File: src/sv/multitouch_slot_tracker_defines.svh
// Assertion macros shared by the multitouch slot tracker RTL.
`ifndef MULTITOUCH_SLOT_TRACKER_DEFINES_SVH
`define MULTITOUCH_SLOT_TRACKER_DEFINES_SVH

// Condition must hold at every clock edge out of reset.
`define MTS_ASSERT_ALWAYS(name, cond, msg) \
    name: assert property (@(posedge clk) disable iff (!rst_n) (cond)) \
        else $error(msg);

// Consequent must hold in the same cycle as the antecedent.
`define MTS_ASSERT_IMP(name, ante, cons, msg) \
    name: assert property (@(posedge clk) disable iff (!rst_n) (ante) |-> (cons)) \
        else $error(msg);

`endif

File: src/sv/mts_pkg.sv
// Types and constants of the multitouch slot tracker.
`timescale 1ns / 1ps
package mts_pkg;

    typedef enum logic [2:0] {
        CMD_SLOT   = 3'd0,
        CMD_TRACK  = 3'd1,
        CMD_MTX    = 3'd2,
        CMD_MTY    = 3'd3,
        CMD_STX    = 3'd4,
        CMD_STY    = 3'd5,
        CMD_BUTTON = 3'd6,
        CMD_SYNC   = 3'd7
    } cmd_t;

    typedef enum logic [2:0] {
        ST_IDLE,
        ST_COORD_WR,
        ST_SRCH,
        ST_SRCH_WR,
        ST_RPT_SCAN,
        ST_RPT_LOAD,
        ST_EMPTY
    } state_t;

    typedef struct packed {
        logic clr;
        logic cmp;
    } srch_ctl_t;

    localparam int          COORD_W    = 32;
    localparam int          PREV_W     = 5;
    localparam logic [3:0]  MAX_REPORT = 4'd10;
    localparam logic [3:0]  SHOW_MAX   = 4'd15;

endpackage

File: src/sv/mts_ram.sv
// Generic single-port-write, single-port-read RAM with registered read data.
`timescale 1ns / 1ps
module mts_ram #(
    parameter int WIDTH = 32,
    parameter int DEPTH = 16
) (
    input  logic                     clk,
    input  logic                     we,
    input  logic [$clog2(DEPTH)-1:0] waddr,
    input  logic [WIDTH-1:0]         wdata,
    input  logic                     re,
    input  logic [$clog2(DEPTH)-1:0] raddr,
    output logic [WIDTH-1:0]         rdata
);

    logic [WIDTH-1:0] mem [DEPTH];
    logic [WIDTH-1:0] rdata_reg;

    always_ff @(posedge clk)
    begin
        if (we)
        begin
            mem[waddr] <= wdata;
        end
        // hold read data until the next read
        if (re)
        begin
            rdata_reg <= mem[raddr];
        end
    end

    assign rdata = rdata_reg;

endmodule

File: src/sv/mts_id_search.sv
// Tracking id search: last matching slot, else first free slot, else last slot.
`timescale 1ns / 1ps
module mts_id_search
    import mts_pkg::*;
#(
    parameter int SLOTS = 10
) (
    input  logic                     clk,
    input  logic                     rst_n,
    input  srch_ctl_t                ctl,
    input  logic [$clog2(SLOTS)-1:0] idx,
    input  logic [31:0]              key,
    input  logic [31:0]              id_data,
    output logic [$clog2(SLOTS)-1:0] slot
);

    localparam int IW = $clog2(SLOTS);

    logic          match_found_reg, match_found_next;
    logic          free_found_reg, free_found_next;
    logic [IW-1:0] match_idx_reg, match_idx_next;
    logic [IW-1:0] free_idx_reg, free_idx_next;

    always_comb
    begin
        match_found_next = match_found_reg;
        free_found_next  = free_found_reg;
        match_idx_next   = match_idx_reg;
        free_idx_next    = free_idx_reg;
        if (ctl.clr)
        begin
            match_found_next = 1'b0;
            free_found_next  = 1'b0;
        end
        else if (ctl.cmp)
        begin
            // later match overrides an earlier one
            if (id_data == key)
            begin
                match_found_next = 1'b1;
                match_idx_next   = idx;
            end
            if (id_data[31] && !free_found_reg)
            begin
                free_found_next = 1'b1;
                free_idx_next   = idx;
            end
        end
    end

    always_ff @(posedge clk or negedge rst_n)
    begin
        if (!rst_n)
        begin
            match_found_reg <= 1'b0;
            free_found_reg  <= 1'b0;
        end
        else
        begin
            match_found_reg <= match_found_next;
            free_found_reg  <= free_found_next;
        end
    end

    always_ff @(posedge clk)
    begin
        match_idx_reg <= match_idx_next;
        free_idx_reg  <= free_idx_next;
    end

    assign slot = match_found_reg ? match_idx_reg :
                  free_found_reg  ? free_idx_reg  : IW'(SLOTS - 1);

endmodule

File: src/sv/multitouch_slot_tracker.sv
// Multitouch slot tracker: per-slot touch state in RAM and frame reports on sync.
//
// Input channel (in_valid/in_stall, cmd/value): one touch event per beat. Events are
// taken only while the block is idle; in_stall is high while an event is at work.
// - slot select, release, button: done in idle, next event may follow directly.
// - coordinate writes: read-modify-write of the shared X/Y entry (ST_COORD_WR).
// - new tracking id without slot events: a walk through the tracking id RAM, one
//   entry per cycle (ST_SRCH), then the id write (ST_SRCH_WR).
// - sync: released slots are passed over, each reported slot takes a RAM read, then
//   an output load; an empty frame gives one beat from ST_EMPTY.
// Output channel (out_valid/out_stall): one beat per reported slot in index order,
// last_of_frame on the final beat. Results sit in an output register, so a new event
// is taken while the last beat of a frame still waits. A stalled receiver holds
// the beat and pauses the report walk; nothing is dropped.
// Reset: all slots released, ids free, coordinates zero, slot 0 current, and the
// first frame always flags a count change. Valid bits stand in for the RAM
// contents after reset, so no clearing pass is needed.
`timescale 1ns / 1ps
`include "multitouch_slot_tracker_defines.svh"
module multitouch_slot_tracker
    import mts_pkg::*;
#(
    parameter int SLOTS = 10
) (
    input  logic               clk,
    input  logic               rst_n,
    input  logic               in_valid,
    output logic               in_stall,
    input  logic [2:0]         cmd,
    input  logic signed [31:0] value,
    output logic               out_valid,
    input  logic               out_stall,
    output logic [3:0]         slot_index,
    output logic signed [31:0] pos_x,
    output logic signed [31:0] pos_y,
    output logic               slot_valid,
    output logic [3:0]         active_count,
    output logic               count_changed,
    output logic               last_of_frame
);

    localparam int IW = $clog2(SLOTS);
    localparam int CW = $clog2(SLOTS + 1);

    state_t state_reg, state_next;

    cmd_t               cmd_reg, cmd_next;
    logic [31:0]        val_reg, val_next;
    logic [IW-1:0]      cur_reg, cur_next;
    logic               seen_reg, seen_next;
    logic [SLOTS-1:0]   pressed_reg, pressed_next;
    logic [CW-1:0]      cnt_reg, cnt_next;
    logic [SLOTS-1:0]   xy_vld_reg, xy_vld_next;
    logic [SLOTS-1:0]   id_vld_reg, id_vld_next;
    logic [PREV_W-1:0]  prev_reg, prev_next;
    logic [CW-1:0]      idx_reg, idx_next;
    logic               cmp_vld_reg, cmp_vld_next;
    logic [IW-1:0]      cmp_idx_reg, cmp_idx_next;
    logic [IW-1:0]      wa_reg, wa_next;
    logic [3:0]         total_reg, total_next;
    logic [3:0]         shown_reg, shown_next;
    logic               chg_reg, chg_next;
    logic [3:0]         emit_reg, emit_next;

    logic               out_valid_reg, out_valid_next;
    logic [3:0]         slot_index_reg, slot_index_next;
    logic signed [31:0] pos_x_reg, pos_x_next;
    logic signed [31:0] pos_y_reg, pos_y_next;
    logic               slot_valid_reg, slot_valid_next;
    logic [3:0]         active_count_reg, active_count_next;
    logic               count_changed_reg, count_changed_next;
    logic               last_reg, last_next;

    logic                 c_we, c_re;
    logic [IW-1:0]        c_waddr, c_raddr;
    logic [2*COORD_W-1:0] c_wdata, c_rdata, c_base;
    logic                 i_we, i_re;
    logic [IW-1:0]        i_waddr, i_raddr;
    logic [31:0]          i_wdata, i_rdata, id_eff;

    srch_ctl_t     srch_ctl;
    logic [IW-1:0] srch_slot;

    logic              in_acc;
    logic              out_free;
    logic              out_load;
    logic              last_beat;
    logic [IW-1:0]     sidx;
    logic [IW-1:0]     slot_sel;
    logic [PREV_W-1:0] n5;
    logic              p_we, p_val;
    logic [IW-1:0]     p_idx;

    assign in_stall  = (state_reg != ST_IDLE);
    assign in_acc    = in_valid && !in_stall;
    assign out_free  = !out_valid_reg || !out_stall;
    assign sidx      = idx_reg[IW-1:0];
    assign last_beat = ((emit_reg + 4'd1) == total_reg);
    assign n5        = PREV_W'(cnt_reg);
    assign slot_sel  = (!value[31] && ($unsigned(value) < 32'(SLOTS))) ?
                       value[IW-1:0] : IW'(SLOTS - 1);
    assign c_base    = xy_vld_reg[wa_reg] ? c_rdata : '0;
    // an entry never written reads as a free id
    assign id_eff    = id_vld_reg[cmp_idx_reg] ? i_rdata : '1;

    mts_ram #(
        .WIDTH (2 * COORD_W),
        .DEPTH (SLOTS)
    ) u_coord_ram (
        .clk   (clk),
        .we    (c_we),
        .waddr (c_waddr),
        .wdata (c_wdata),
        .re    (c_re),
        .raddr (c_raddr),
        .rdata (c_rdata)
    );

    mts_ram #(
        .WIDTH (32),
        .DEPTH (SLOTS)
    ) u_id_ram (
        .clk   (clk),
        .we    (i_we),
        .waddr (i_waddr),
        .wdata (i_wdata),
        .re    (i_re),
        .raddr (i_raddr),
        .rdata (i_rdata)
    );

    mts_id_search #(
        .SLOTS (SLOTS)
    ) u_id_search (
        .clk     (clk),
        .rst_n   (rst_n),
        .ctl     (srch_ctl),
        .idx     (cmp_idx_reg),
        .key     (val_reg),
        .id_data (id_eff),
        .slot    (srch_slot)
    );

    // next state
    always_comb
    begin
        state_next = state_reg;
        unique case (state_reg)
            ST_IDLE:
            begin
                if (in_acc)
                begin
                    unique case (cmd_t'(cmd))
                        CMD_TRACK:
                        begin
                            if (!value[31] && !seen_reg)
                            begin
                                state_next = ST_SRCH;
                            end
                        end
                        CMD_MTX, CMD_MTY, CMD_STX, CMD_STY:
                        begin
                            state_next = ST_COORD_WR;
                        end
                        CMD_SYNC:
                        begin
                            state_next = (cnt_reg == '0) ? ST_EMPTY : ST_RPT_SCAN;
                        end
                        CMD_SLOT, CMD_BUTTON:
                        begin
                            state_next = ST_IDLE;
                        end
                    endcase
                end
            end
            ST_COORD_WR:
            begin
                state_next = ST_IDLE;
            end
            ST_SRCH:
            begin
                if (idx_reg == CW'(SLOTS) && cmp_vld_reg)
                begin
                    state_next = ST_SRCH_WR;
                end
            end
            ST_SRCH_WR:
            begin
                state_next = ST_IDLE;
            end
            ST_RPT_SCAN:
            begin
                if (pressed_reg[sidx])
                begin
                    state_next = ST_RPT_LOAD;
                end
            end
            ST_RPT_LOAD:
            begin
                if (out_free)
                begin
                    state_next = last_beat ? ST_IDLE : ST_RPT_SCAN;
                end
            end
            ST_EMPTY:
            begin
                if (out_free)
                begin
                    state_next = ST_IDLE;
                end
            end
            default:
            begin
                state_next = ST_IDLE;
            end
        endcase
    end

    // datapath and memory controls
    always_comb
    begin
        cmd_next           = cmd_reg;
        val_next           = val_reg;
        cur_next           = cur_reg;
        seen_next          = seen_reg;
        pressed_next       = pressed_reg;
        cnt_next           = cnt_reg;
        xy_vld_next        = xy_vld_reg;
        id_vld_next        = id_vld_reg;
        prev_next          = prev_reg;
        idx_next           = idx_reg;
        cmp_vld_next       = 1'b0;
        cmp_idx_next       = cmp_idx_reg;
        wa_next            = wa_reg;
        total_next         = total_reg;
        shown_next         = shown_reg;
        chg_next           = chg_reg;
        emit_next          = emit_reg;
        slot_index_next    = slot_index_reg;
        pos_x_next         = pos_x_reg;
        pos_y_next         = pos_y_reg;
        slot_valid_next    = slot_valid_reg;
        active_count_next  = active_count_reg;
        count_changed_next = count_changed_reg;
        last_next          = last_reg;
        out_load           = 1'b0;
        c_we               = 1'b0;
        c_re               = 1'b0;
        c_waddr            = wa_reg;
        c_raddr            = sidx;
        c_wdata            = c_base;
        i_we               = 1'b0;
        i_re               = 1'b0;
        i_waddr            = srch_slot;
        i_raddr            = sidx;
        i_wdata            = val_reg;
        srch_ctl           = '{clr: 1'b0, cmp: 1'b0};
        p_we               = 1'b0;
        p_val              = 1'b0;
        p_idx              = cur_reg;

        unique case (state_reg)
            ST_IDLE:
            begin
                if (in_acc)
                begin
                    cmd_next = cmd_t'(cmd);
                    val_next = value;
                    unique case (cmd_t'(cmd))
                        CMD_SLOT:
                        begin
                            seen_next = 1'b1;
                            cur_next  = slot_sel;
                        end
                        CMD_TRACK:
                        begin
                            if (value[31])
                            begin
                                p_we  = 1'b1;
                                p_val = 1'b0;
                                if (!seen_reg)
                                begin
                                    id_vld_next[cur_reg] = 1'b0;
                                end
                            end
                            else if (seen_reg)
                            begin
                                p_we  = 1'b1;
                                p_val = 1'b1;
                            end
                            else
                            begin
                                idx_next     = '0;
                                srch_ctl.clr = 1'b1;
                            end
                        end
                        CMD_MTX, CMD_MTY:
                        begin
                            c_re    = 1'b1;
                            c_raddr = cur_reg;
                            wa_next = cur_reg;
                        end
                        CMD_STX, CMD_STY:
                        begin
                            c_re    = 1'b1;
                            c_raddr = '0;
                            wa_next = '0;
                        end
                        CMD_BUTTON:
                        begin
                            p_we  = 1'b1;
                            p_idx = '0;
                            p_val = (value != '0);
                        end
                        CMD_SYNC:
                        begin
                            chg_next   = (n5 != prev_reg);
                            prev_next  = n5;
                            shown_next = (n5 > PREV_W'(SHOW_MAX)) ? SHOW_MAX : n5[3:0];
                            total_next = (n5 > PREV_W'(MAX_REPORT)) ? MAX_REPORT : n5[3:0];
                            idx_next   = '0;
                            emit_next  = '0;
                        end
                    endcase
                end
            end
            ST_COORD_WR:
            begin
                c_we = 1'b1;
                if (cmd_reg == CMD_MTX || cmd_reg == CMD_STX)
                begin
                    c_wdata = {val_reg, c_base[COORD_W-1:0]};
                end
                else
                begin
                    c_wdata = {c_base[2*COORD_W-1:COORD_W], val_reg};
                end
                xy_vld_next[wa_reg] = 1'b1;
            end
            ST_SRCH:
            begin
                // issue one read per cycle, compare it in the next
                srch_ctl.cmp = cmp_vld_reg;
                if (idx_reg < CW'(SLOTS))
                begin
                    i_re         = 1'b1;
                    i_raddr      = sidx;
                    idx_next     = idx_reg + CW'(1);
                    cmp_vld_next = 1'b1;
                    cmp_idx_next = sidx;
                end
            end
            ST_SRCH_WR:
            begin
                i_we                   = 1'b1;
                id_vld_next[srch_slot] = 1'b1;
                cur_next               = srch_slot;
                p_we                   = 1'b1;
                p_idx                  = srch_slot;
                p_val                  = 1'b1;
            end
            ST_RPT_SCAN:
            begin
                if (pressed_reg[sidx])
                begin
                    c_re = 1'b1;
                end
                else
                begin
                    idx_next = idx_reg + CW'(1);
                end
            end
            ST_RPT_LOAD:
            begin
                if (out_free)
                begin
                    out_load           = 1'b1;
                    slot_index_next    = 4'(idx_reg);
                    pos_x_next         = xy_vld_reg[sidx] ? c_rdata[2*COORD_W-1:COORD_W] : '0;
                    pos_y_next         = xy_vld_reg[sidx] ? c_rdata[COORD_W-1:0] : '0;
                    slot_valid_next    = 1'b1;
                    active_count_next  = shown_reg;
                    count_changed_next = chg_reg;
                    last_next          = last_beat;
                    emit_next          = emit_reg + 4'd1;
                    idx_next           = idx_reg + CW'(1);
                end
            end
            ST_EMPTY:
            begin
                if (out_free)
                begin
                    out_load           = 1'b1;
                    slot_index_next    = '0;
                    pos_x_next         = '0;
                    pos_y_next         = '0;
                    slot_valid_next    = 1'b0;
                    active_count_next  = '0;
                    count_changed_next = chg_reg;
                    last_next          = 1'b1;
                end
            end
            default:
            begin
                out_load = 1'b0;
            end
        endcase

        // keep the pressed count in step with the flags
        if (p_we)
        begin
            pressed_next[p_idx] = p_val;
            if (p_val && !pressed_reg[p_idx])
            begin
                cnt_next = cnt_reg + CW'(1);
            end
            else if (!p_val && pressed_reg[p_idx])
            begin
                cnt_next = cnt_reg - CW'(1);
            end
        end

        out_valid_next = out_load || (out_valid_reg && out_stall);
    end

    always_ff @(posedge clk or negedge rst_n)
    begin
        if (!rst_n)
        begin
            state_reg     <= ST_IDLE;
            cur_reg       <= '0;
            seen_reg      <= 1'b0;
            pressed_reg   <= '0;
            cnt_reg       <= '0;
            xy_vld_reg    <= '0;
            id_vld_reg    <= '0;
            prev_reg      <= '1;
            idx_reg       <= '0;
            cmp_vld_reg   <= 1'b0;
            emit_reg      <= '0;
            total_reg     <= '0;
            out_valid_reg <= 1'b0;
        end
        else
        begin
            state_reg     <= state_next;
            cur_reg       <= cur_next;
            seen_reg      <= seen_next;
            pressed_reg   <= pressed_next;
            cnt_reg       <= cnt_next;
            xy_vld_reg    <= xy_vld_next;
            id_vld_reg    <= id_vld_next;
            prev_reg      <= prev_next;
            idx_reg       <= idx_next;
            cmp_vld_reg   <= cmp_vld_next;
            emit_reg      <= emit_next;
            total_reg     <= total_next;
            out_valid_reg <= out_valid_next;
        end
    end

    always_ff @(posedge clk)
    begin
        cmd_reg           <= cmd_next;
        val_reg           <= val_next;
        cmp_idx_reg       <= cmp_idx_next;
        wa_reg            <= wa_next;
        shown_reg         <= shown_next;
        chg_reg           <= chg_next;
        slot_index_reg    <= slot_index_next;
        pos_x_reg         <= pos_x_next;
        pos_y_reg         <= pos_y_next;
        slot_valid_reg    <= slot_valid_next;
        active_count_reg  <= active_count_next;
        count_changed_reg <= count_changed_next;
        last_reg          <= last_next;
    end

    assign out_valid     = out_valid_reg;
    assign slot_index    = slot_index_reg;
    assign pos_x         = pos_x_reg;
    assign pos_y         = pos_y_reg;
    assign slot_valid    = slot_valid_reg;
    assign active_count  = active_count_reg;
    assign count_changed = count_changed_reg;
    assign last_of_frame = last_reg;

    `MTS_ASSERT_ALWAYS(a_cnt_matches_flags, $countones(pressed_reg) == int'(cnt_reg), "pressed count out of step with flags")
    `MTS_ASSERT_ALWAYS(a_cur_in_range, int'(cur_reg) < SLOTS, "current slot out of range")
    `MTS_ASSERT_ALWAYS(a_emit_bounded, emit_reg <= total_reg, "more beats reported than slots in frame")
    `MTS_ASSERT_IMP(a_load_pressed, state_reg == ST_RPT_LOAD, pressed_reg[sidx], "report load on a released slot")
    `MTS_ASSERT_IMP(a_valid_nonzero, out_valid_reg && slot_valid_reg, active_count_reg != 4'd0, "slot beat with zero active count")

endmodule

File: config.mk
export PLATFORM = sky130hd
export DESIGN_NAME = multitouch_slot_tracker
export DESIGN_NICKNAME = d
export VERILOG_FILES = /design/src/sv/mts_pkg.sv /design/src/sv/mts_ram.sv /design/src/sv/mts_id_search.sv /design/src/sv/multitouch_slot_tracker.sv
export VERILOG_INCLUDE_DIRS = /design/src /design/src/sv
export SDC_FILE = /design/constraint.sdc
export NUM_CORES = 2
export LEC_CHECK = 0
export BUFFER_PORTS_ARGS = -buffer_cell sky130_fd_sc_hd__buf_2
export CORE_MARGIN = 2
export CORE_UTILIZATION = 62
export DETAILED_ROUTE_END_ITERATION = 12
export PLACE_DENSITY = 0.87
export SKIP_LAST_GASP = 1
export SLEW_MARGIN = 10
export SYNTH_ARGS = -nofsm -noshare
export SYNTH_HDL_FRONTEND = slang
export SYNTH_SLANG_ARGS = --single-unit
export TNS_END_PERCENT = 20
File: constraint.sdc
create_clock -name clk -period 7.9 [get_ports clk]
set_input_delay 0 -clock clk [delete_from_list [all_inputs] [get_ports clk]]
set_output_delay 0 -clock clk [all_outputs]
set_load 0.005 [all_outputs]
---- After elaboration in Yosys (flattened, before gate mapping) ----
Memory sizes are Yosys's and may differ from the RTL's. A register that Yosys moved wholly into a read port is not among the register bits.
Index checks and enable logic that the tools add are counted.
storage, ports and cells
  bits in registers ....................... 194
  RAM bits ................................ 960
  input port bits ......................... 39
  output and inout bits ................... 77
  logic and storage cells ................. 267
  memories kept ........................... 2
cells by class
  add/sub/neg operators ................... 4
  order comparisons ....................... 14
  eq/ne operators ......................... 35
  muxes and demuxes ....................... 118
  bitwise gates (word level) .............. 5
  reduce and logical (&&, ||, !) cells .... 59
memories
  memory           words  bits a word  read ports  clocked after memory_dff  write ports  line           text
  u_coord_ram.mem  10     64           1           1                         1            mts_ram.sv:16  logic [WIDTH-1:0] mem [DEPTH];
  u_id_ram.mem     10     32           1           1                         1            mts_ram.sv:16
operator list
  operator                                              count
  2-to-1 mux 32 bit                                     6
  2-to-1 mux 64 bit                                     3
  case mux 32 bit (2 select lines)                      2
  2-to-1 mux 4 bit                                      24
  case mux 4 bit (2 select lines)                       8
  2-to-1 mux 1 bit                                      42
  2-to-1 mux 10 bit                                     4
  equality test 32 bit                                  1
  < comparator 32 x 4 -> 1 bit (second input constant)  1
  nonzero test 32 bit                                   1
  < comparator 4 x 5 -> 1 bit (second input constant)   6
  equality test 3 bit (second input constant)           8
  2-to-1 mux 3 bit                                      7
  AND reduction 3 bit                                   7
  binary-select mux 1 bit (select 4 bit)                5
  bitwise OR 10 bit                                     2
  case mux 10 bit (2 select lines)                      1
  != test 2 bit (second input constant)                 9
  demux 1 bit (select 4 bit)                            4
  >= comparator 4 x 1 -> 1 bit (second input constant)  4
  case mux 4 bit (4 select lines)                       1
  nonzero test 2 bit                                    8
  equality test 3 x 2 -> 1 bit (second input constant)  5
  case mux 3 bit (5 select lines)                       1
  other kinds (32)                                      75

---- Longest topological paths before layout ----
  word-level depth ........................ 11
  depth in mapped cells ................... 16
  gate-level depth less buffers ........... 15

---- Modules after synthesis ----
From an unflattened synthesis, not the netlist that was laid out.
second synthesis, totals
  cell total of the unflattened synthesis .. 3028
  area total of the unflattened synthesis .. 50837.5 µm²
by module, submodules not included
  module                   times used  cells an instance  area an instance (µm²)  sequential area each (µm²)
  mts_ram (u_coord_ram)    1           1376               27204.8                 21140.3
  mts_ram (u_id_ram)       1           698                13610.6                 10570.1
  multitouch_slot_tracker  1           882                9288.9                  5226.3
  mts_id_search            1           72                 733.2                   290.3

---- Worst setup path after synthesis ----
No wires, ideal clock.
  kind .................................... flip-flop to flip-flop
  from .................................... reg state_reg[0]
  to ...................................... reg xy_vld_reg[4]
  setup time .............................. 92 ps
  arrival ................................. 6114 ps
  required time ........................... 7808 ps
  path slack .............................. 1694 ps
  stages on the path, launching flop included .. 7
  path buffers ............................ 1
  period minus slack after synthesis ...... 6206 ps
  cells stage by stage .................... dfrtp_1 buf_2 nor2b_1 nor2b_1 nand3_1 nor3_1 or2_2
between the ends
  longest elaborated chain between the ends .. 1
RTL lines
  element                       line                            text
  start: declaration            multitouch_slot_tracker.sv:45   state_t state_reg, state_next;
  start signal: assignment      multitouch_slot_tracker.sv:446  state_reg <= state_next;
  equality test 3 x 1 -> 1 bit  multitouch_slot_tracker.sv:262  unique case (state_reg)
  end signal: assignment        multitouch_slot_tracker.sv:451  xy_vld_reg <= xy_vld_next;
  end: declaration              multitouch_slot_tracker.sv:53   logic [SLOTS-1:0] xy_vld_reg, xy_vld_next;
Every way passes these cells.
A chain may end at the register's enable or synchronous reset.

---- Worst setup path in the final report ----
  from .................................... reg state_reg[2]
  to ...................................... reg u_coord_ram.rdata_reg[13], in the netlist u_coord_ram.rdata[13], read port of u_coord_ram.mem (data pin)
between the ends
  longest elaborated chain between the ends .. 5
  elaborated cells on any way between the ends .. 9
  those cells by class .................... eq/ne: 1; mux: 4; reduce/logical: 4
RTL lines
  element                                                                     line                            text
  nonzero test 3 bit                                                          multitouch_slot_tracker.sv:94   assign in_stall = (state_reg != ST_IDLE);
  zero test 1 bit                                                             multitouch_slot_tracker.sv:95   assign in_acc = in_valid && !in_stall;
  logical AND 1 bit                                                           multitouch_slot_tracker.sv:95
  2-to-1 mux 1 bit / 2-to-1 mux 4 bit (equally long branches)                 multitouch_slot_tracker.sv:265  if (in_acc)
  case mux 1 bit (2 select lines) / 2-to-1 mux 4 bit (equally long branches)  multitouch_slot_tracker.sv:262
  end: declaration                                                            mts_ram.sv:17                   logic [WIDTH-1:0] rdata_reg;
Several ways; a longest one is shown, not always the timed one.

==> summary.txt <==
Synthesis
  • Cell taking the most area after synthesis: edfxtp_1
  • Distinct cells, synth: 75
  • Sequential fraction of the synthesis area: 74.9%
  • Post-synth net total: 3445
  • Post-synth EDFFs: 1187
  • Synth Area per Inst: 14.6 µm²
  • Most used DFF post-synth: edfxtp_1
  • Asr flop ratio synth: 5.04%
  • Most area-consuming cells after synthesis: edfxtp_1 (72%), nand2_1 (6.3%), mux4_2 (3.3%), dfrtp_1 (2.9%), nand3_1 (2.1%)
  • Synth Warn #: 0
  • Compound-cell area share of the yosys netlist: 5.53%
  • Cells after Synth: 3399
  • Share of the synthesized area in the top cell type: 71.7%
  • Largest family of logic cells by synthesized area: simple AND/OR/NAND/NOR gates
  • Synth Cell Area: 49700 µm²
  • Adder-cell area share of the yosys netlist: 0.191%
  • Synth Area in XOR/XNOR: 0.440%
  • Synth Area in Simple Gates: 12.5%
  • Yosys reg bits: 1250
  • Post-synthesis mux area share: 4.45%

Cells and area
  • Commonest non-fill, non-tap cell in the layout: edfxtp_1
  • Max FFs per register: 640
  • Fill count: 4585
  • Commonest cells after routing, fill and taps aside: edfxtp_1 (1187), nand2_1 (827), nand3_1 (213)
  • Layout cell share with drive strength beyond 1: 13.1%
  • Net count, final: 3573
  • Synth-to-Final Area Change: 11.6%

Worst setup path
  • Cells on worst reg2reg path: 10
  • Worst Setup EP: u_coord_ram.rdata[13]
  • Slowest-stage cell, CP: o21a_2
  • Crit-path max cell delay: 0.96 ns
  • Reg-to-Reg End: u_coord_ram.rdata[13]
  • WP buf/inv: 3
  • R2r setup slk: 3.31 ns
  • Crit end category: register
  • Critical path required time: 8.48 ns
  • Crit path max-delay family: simple AND/OR/NAND/NOR gates
  • Worst-path maximum fanout: 43
  • Setup crit start: state_reg[2]
  • R2r startpoint: state_reg[2]
  • Startpoint Class: register
  • WP data arrival: 5.17 ns
  • CP cell instances: or4b_4, clkinv_4, nand2_1, nand2_1, o21a_2, buf_4, nor2_4, buf_4, nand3_1, o2111a_1
  • Setup CP Type: reg2reg
  • CP Depth: 10

Clocking
  • # clock sinks: 1250
  • Clock slew at reported path FFs: 0.06 ns
  • H-tree Lvls: 3
  • Clock Tree Buf Depth: 3
  • Post-CTS setup buffers: 0
  • Worst-Skew Late Latency: 0.71 ns
  • Cts bufs inserted: 114
  • Root buf cell: clkbuf_16
  • CTS tree: yes

STA
  • Hold Violations, Final: 0
  • Final Critical Period: 4.59 ns
  • Slew Viols, Final: 0
  • Finish-stage setup viols: 0
  • Setup TNS: 0 ns
  • RSZ-0062 raised after global routing: no
  • Final worst slack: 3.31 ns
  • Slew headroom: 20.1%
  • Skew final: 0.0519 ns
  • Maximum clock frequency: 0.218 GHz
  • Final period util: 58.1%
  • Least-Margin Pin Slew: 1.20 ns

Route
  • Drt wl/cell: 27.4 µm
  • Initial DRC count: 5212
  • Routed via count: 31400
  • Vias/cell: 6.70
  • Final antenna-violating net count: 0
  • Detailed Routing Iterations Pass 1: 7
  • Final WL: 128000 µm
  • DRC: 0

Run
  • MaxCap Viol Count: 0

Global routing
  • First-pass GRT wire length: 188000 µm
  • GRT Total Usage: 30.9%
  • Largest net degree at the start of global routing: 199
  • Grt ovf: 0
  • Vias in the first global route: 31300
  • Antenna violations before repair: 9

Floorplanning
  • Standard-cell rows: 103
  • Die span in x: 287 µm
  • DIE AREA: 82500 µm²
  • I/O pins: 116
  • Core ar.: 79300 µm²
  • Die height: 287 µm
  • Initial Util: 62.7%

Power
  • VDD IR max: 0.000368 V
  • Leak: 0.0188 µW
  • Pwr Density: 320 nW/µm²

Placement
  • Post-DP HPWL: 67600 µm
  • Routability-driven placement congestion ratio: 0.886
  • Pre-CTS setup slack: 3.55 ns
  • I/O Buffers: 115

Run status
  • Status: finished, final reports clean

Hold path
  • Hold crit path type: in2async
final cells by class:
class                   count  area (µm²)  share of cell area (%)
inverters                  29         114                   0.205
flip-flops and latches   1250       37200                    67.1
diodes                      6        15.0                  0.0271
multi-input cells        1930       11700                    21.1
clock buffers             151        3110                    5.60
clock inverters            63         619                    1.12
repair buffers            202        1350                    2.44
well taps                1050        1310                    2.37
through the flow:
stage	hold WS (ns)	util, %	area [µm²]	total power, µW	std cells
floorplan	-0.296	-	49700	11000	3399
global placement	0.194	64.8	51400	12000	4422
detailed placement	0.196	64.8	51400	12200	4422
CTS	0.0292	70.0	55500	17600	4675
global route	0.0668	70.0	55500	18300	4677
finish	0.0291	70.0	55500	17700	4681
worst reg2reg max path, cell delays in order (launching register included):
cell      delay [ns]
dfrtp_1         0.67
or4b_4          0.68
clkinv_4        0.34
nand2_1         0.21
nand2_1         0.18
o21a_2          0.96
buf_4           0.56
nor2_4          0.05
buf_4           0.36
nand3_1         0.25
o2111a_1        0.21
report_power, final:
part | total, µW | leakage (µW) | internal, µW | switching, µW
clock | 5490 | 0.00181 | 3070 | 2420
combinational | 4360 | 0.00657 | 1590 | 2760
sequential | 7880 | 0.0104 | 7610 | 276
total | 17700 | 0.0188 | 12300 | 5460
kinds of logic (layout without fill, tap and decap cells):
group,count (synthesis),in the layout
AND/OR/NAND/NOR,1380,1380
flip-flops,1250,1250
AO/OA/AOI/OAI,389,389
buffers and inverters,219,445
multiplexers,129,129
XOR/XNOR,25,25
adder cells (fa/ha/maj),7,7
other,0,6
metal layers:
layer	vias to the layer above	wire, µm	GRT usage [%]
met1	15200	42400	38.9
met2	2618	61900	50.1
met4	10	7590	17.2
met3	572	16100	7.14
met5	-	73	0
li1	13000	-	-
Yosys cell counts (4+ instances only):
master	count
edfxtp_1	1187
nand2_1	828
nand3_1	213
clkbuf_1	90
o21ai_0	82
and2_1	78
mux4_2	72
a31oi_1	69
and3_1	68
buf_2	67
a21oi_1	65
o2111a_1	64
dfrtp_1	58
nor2_1	45
nor2b_1	43
mux2i_1	42
a211oi_1	33
inv_1	28
o22ai_1	24
nor3_1	20
buf_1	19
nand2b_1	17
xor2_1	17
or2_2	13
nor4_1	10
buf_6	9
nand4_1	9
a21o_1	8
mux2_1	8
xnor2_1	8
mux2_2	7
nor3b_1	7
ha_1	6
a22o_1	5
buf_4	5
dfstp_2	5
nand3b_1	5
o2bb2ai_1	5
a22oi_1	4
or4_1	4
how the worst min path moves through the flow:
stage,startpoint,end,slack (ns),cells past startpoint
after floorplan,rst_n,cmp_vld_reg,-0.30,0
after global placement,value[22],i_wdata[22],0.19,1
after detailed placement,value[22],i_wdata[22],0.20,1
after CTS,rst_n,emit_reg[1],0.03,3
after global routing,value[20],i_wdata[20],0.07,2
final,rst_n,pressed_reg[7],0.03,3
what timing repair did:
| action | 4_1_cts | 5_1_grt |
|---|---|---|
| hold endpoints to repair | 127 | 0 |
| gates resized for setup | 0 | 0 |
| hold buffers | 39 | 0 |
Note: power is estimated with default switching activity, not from simulation.
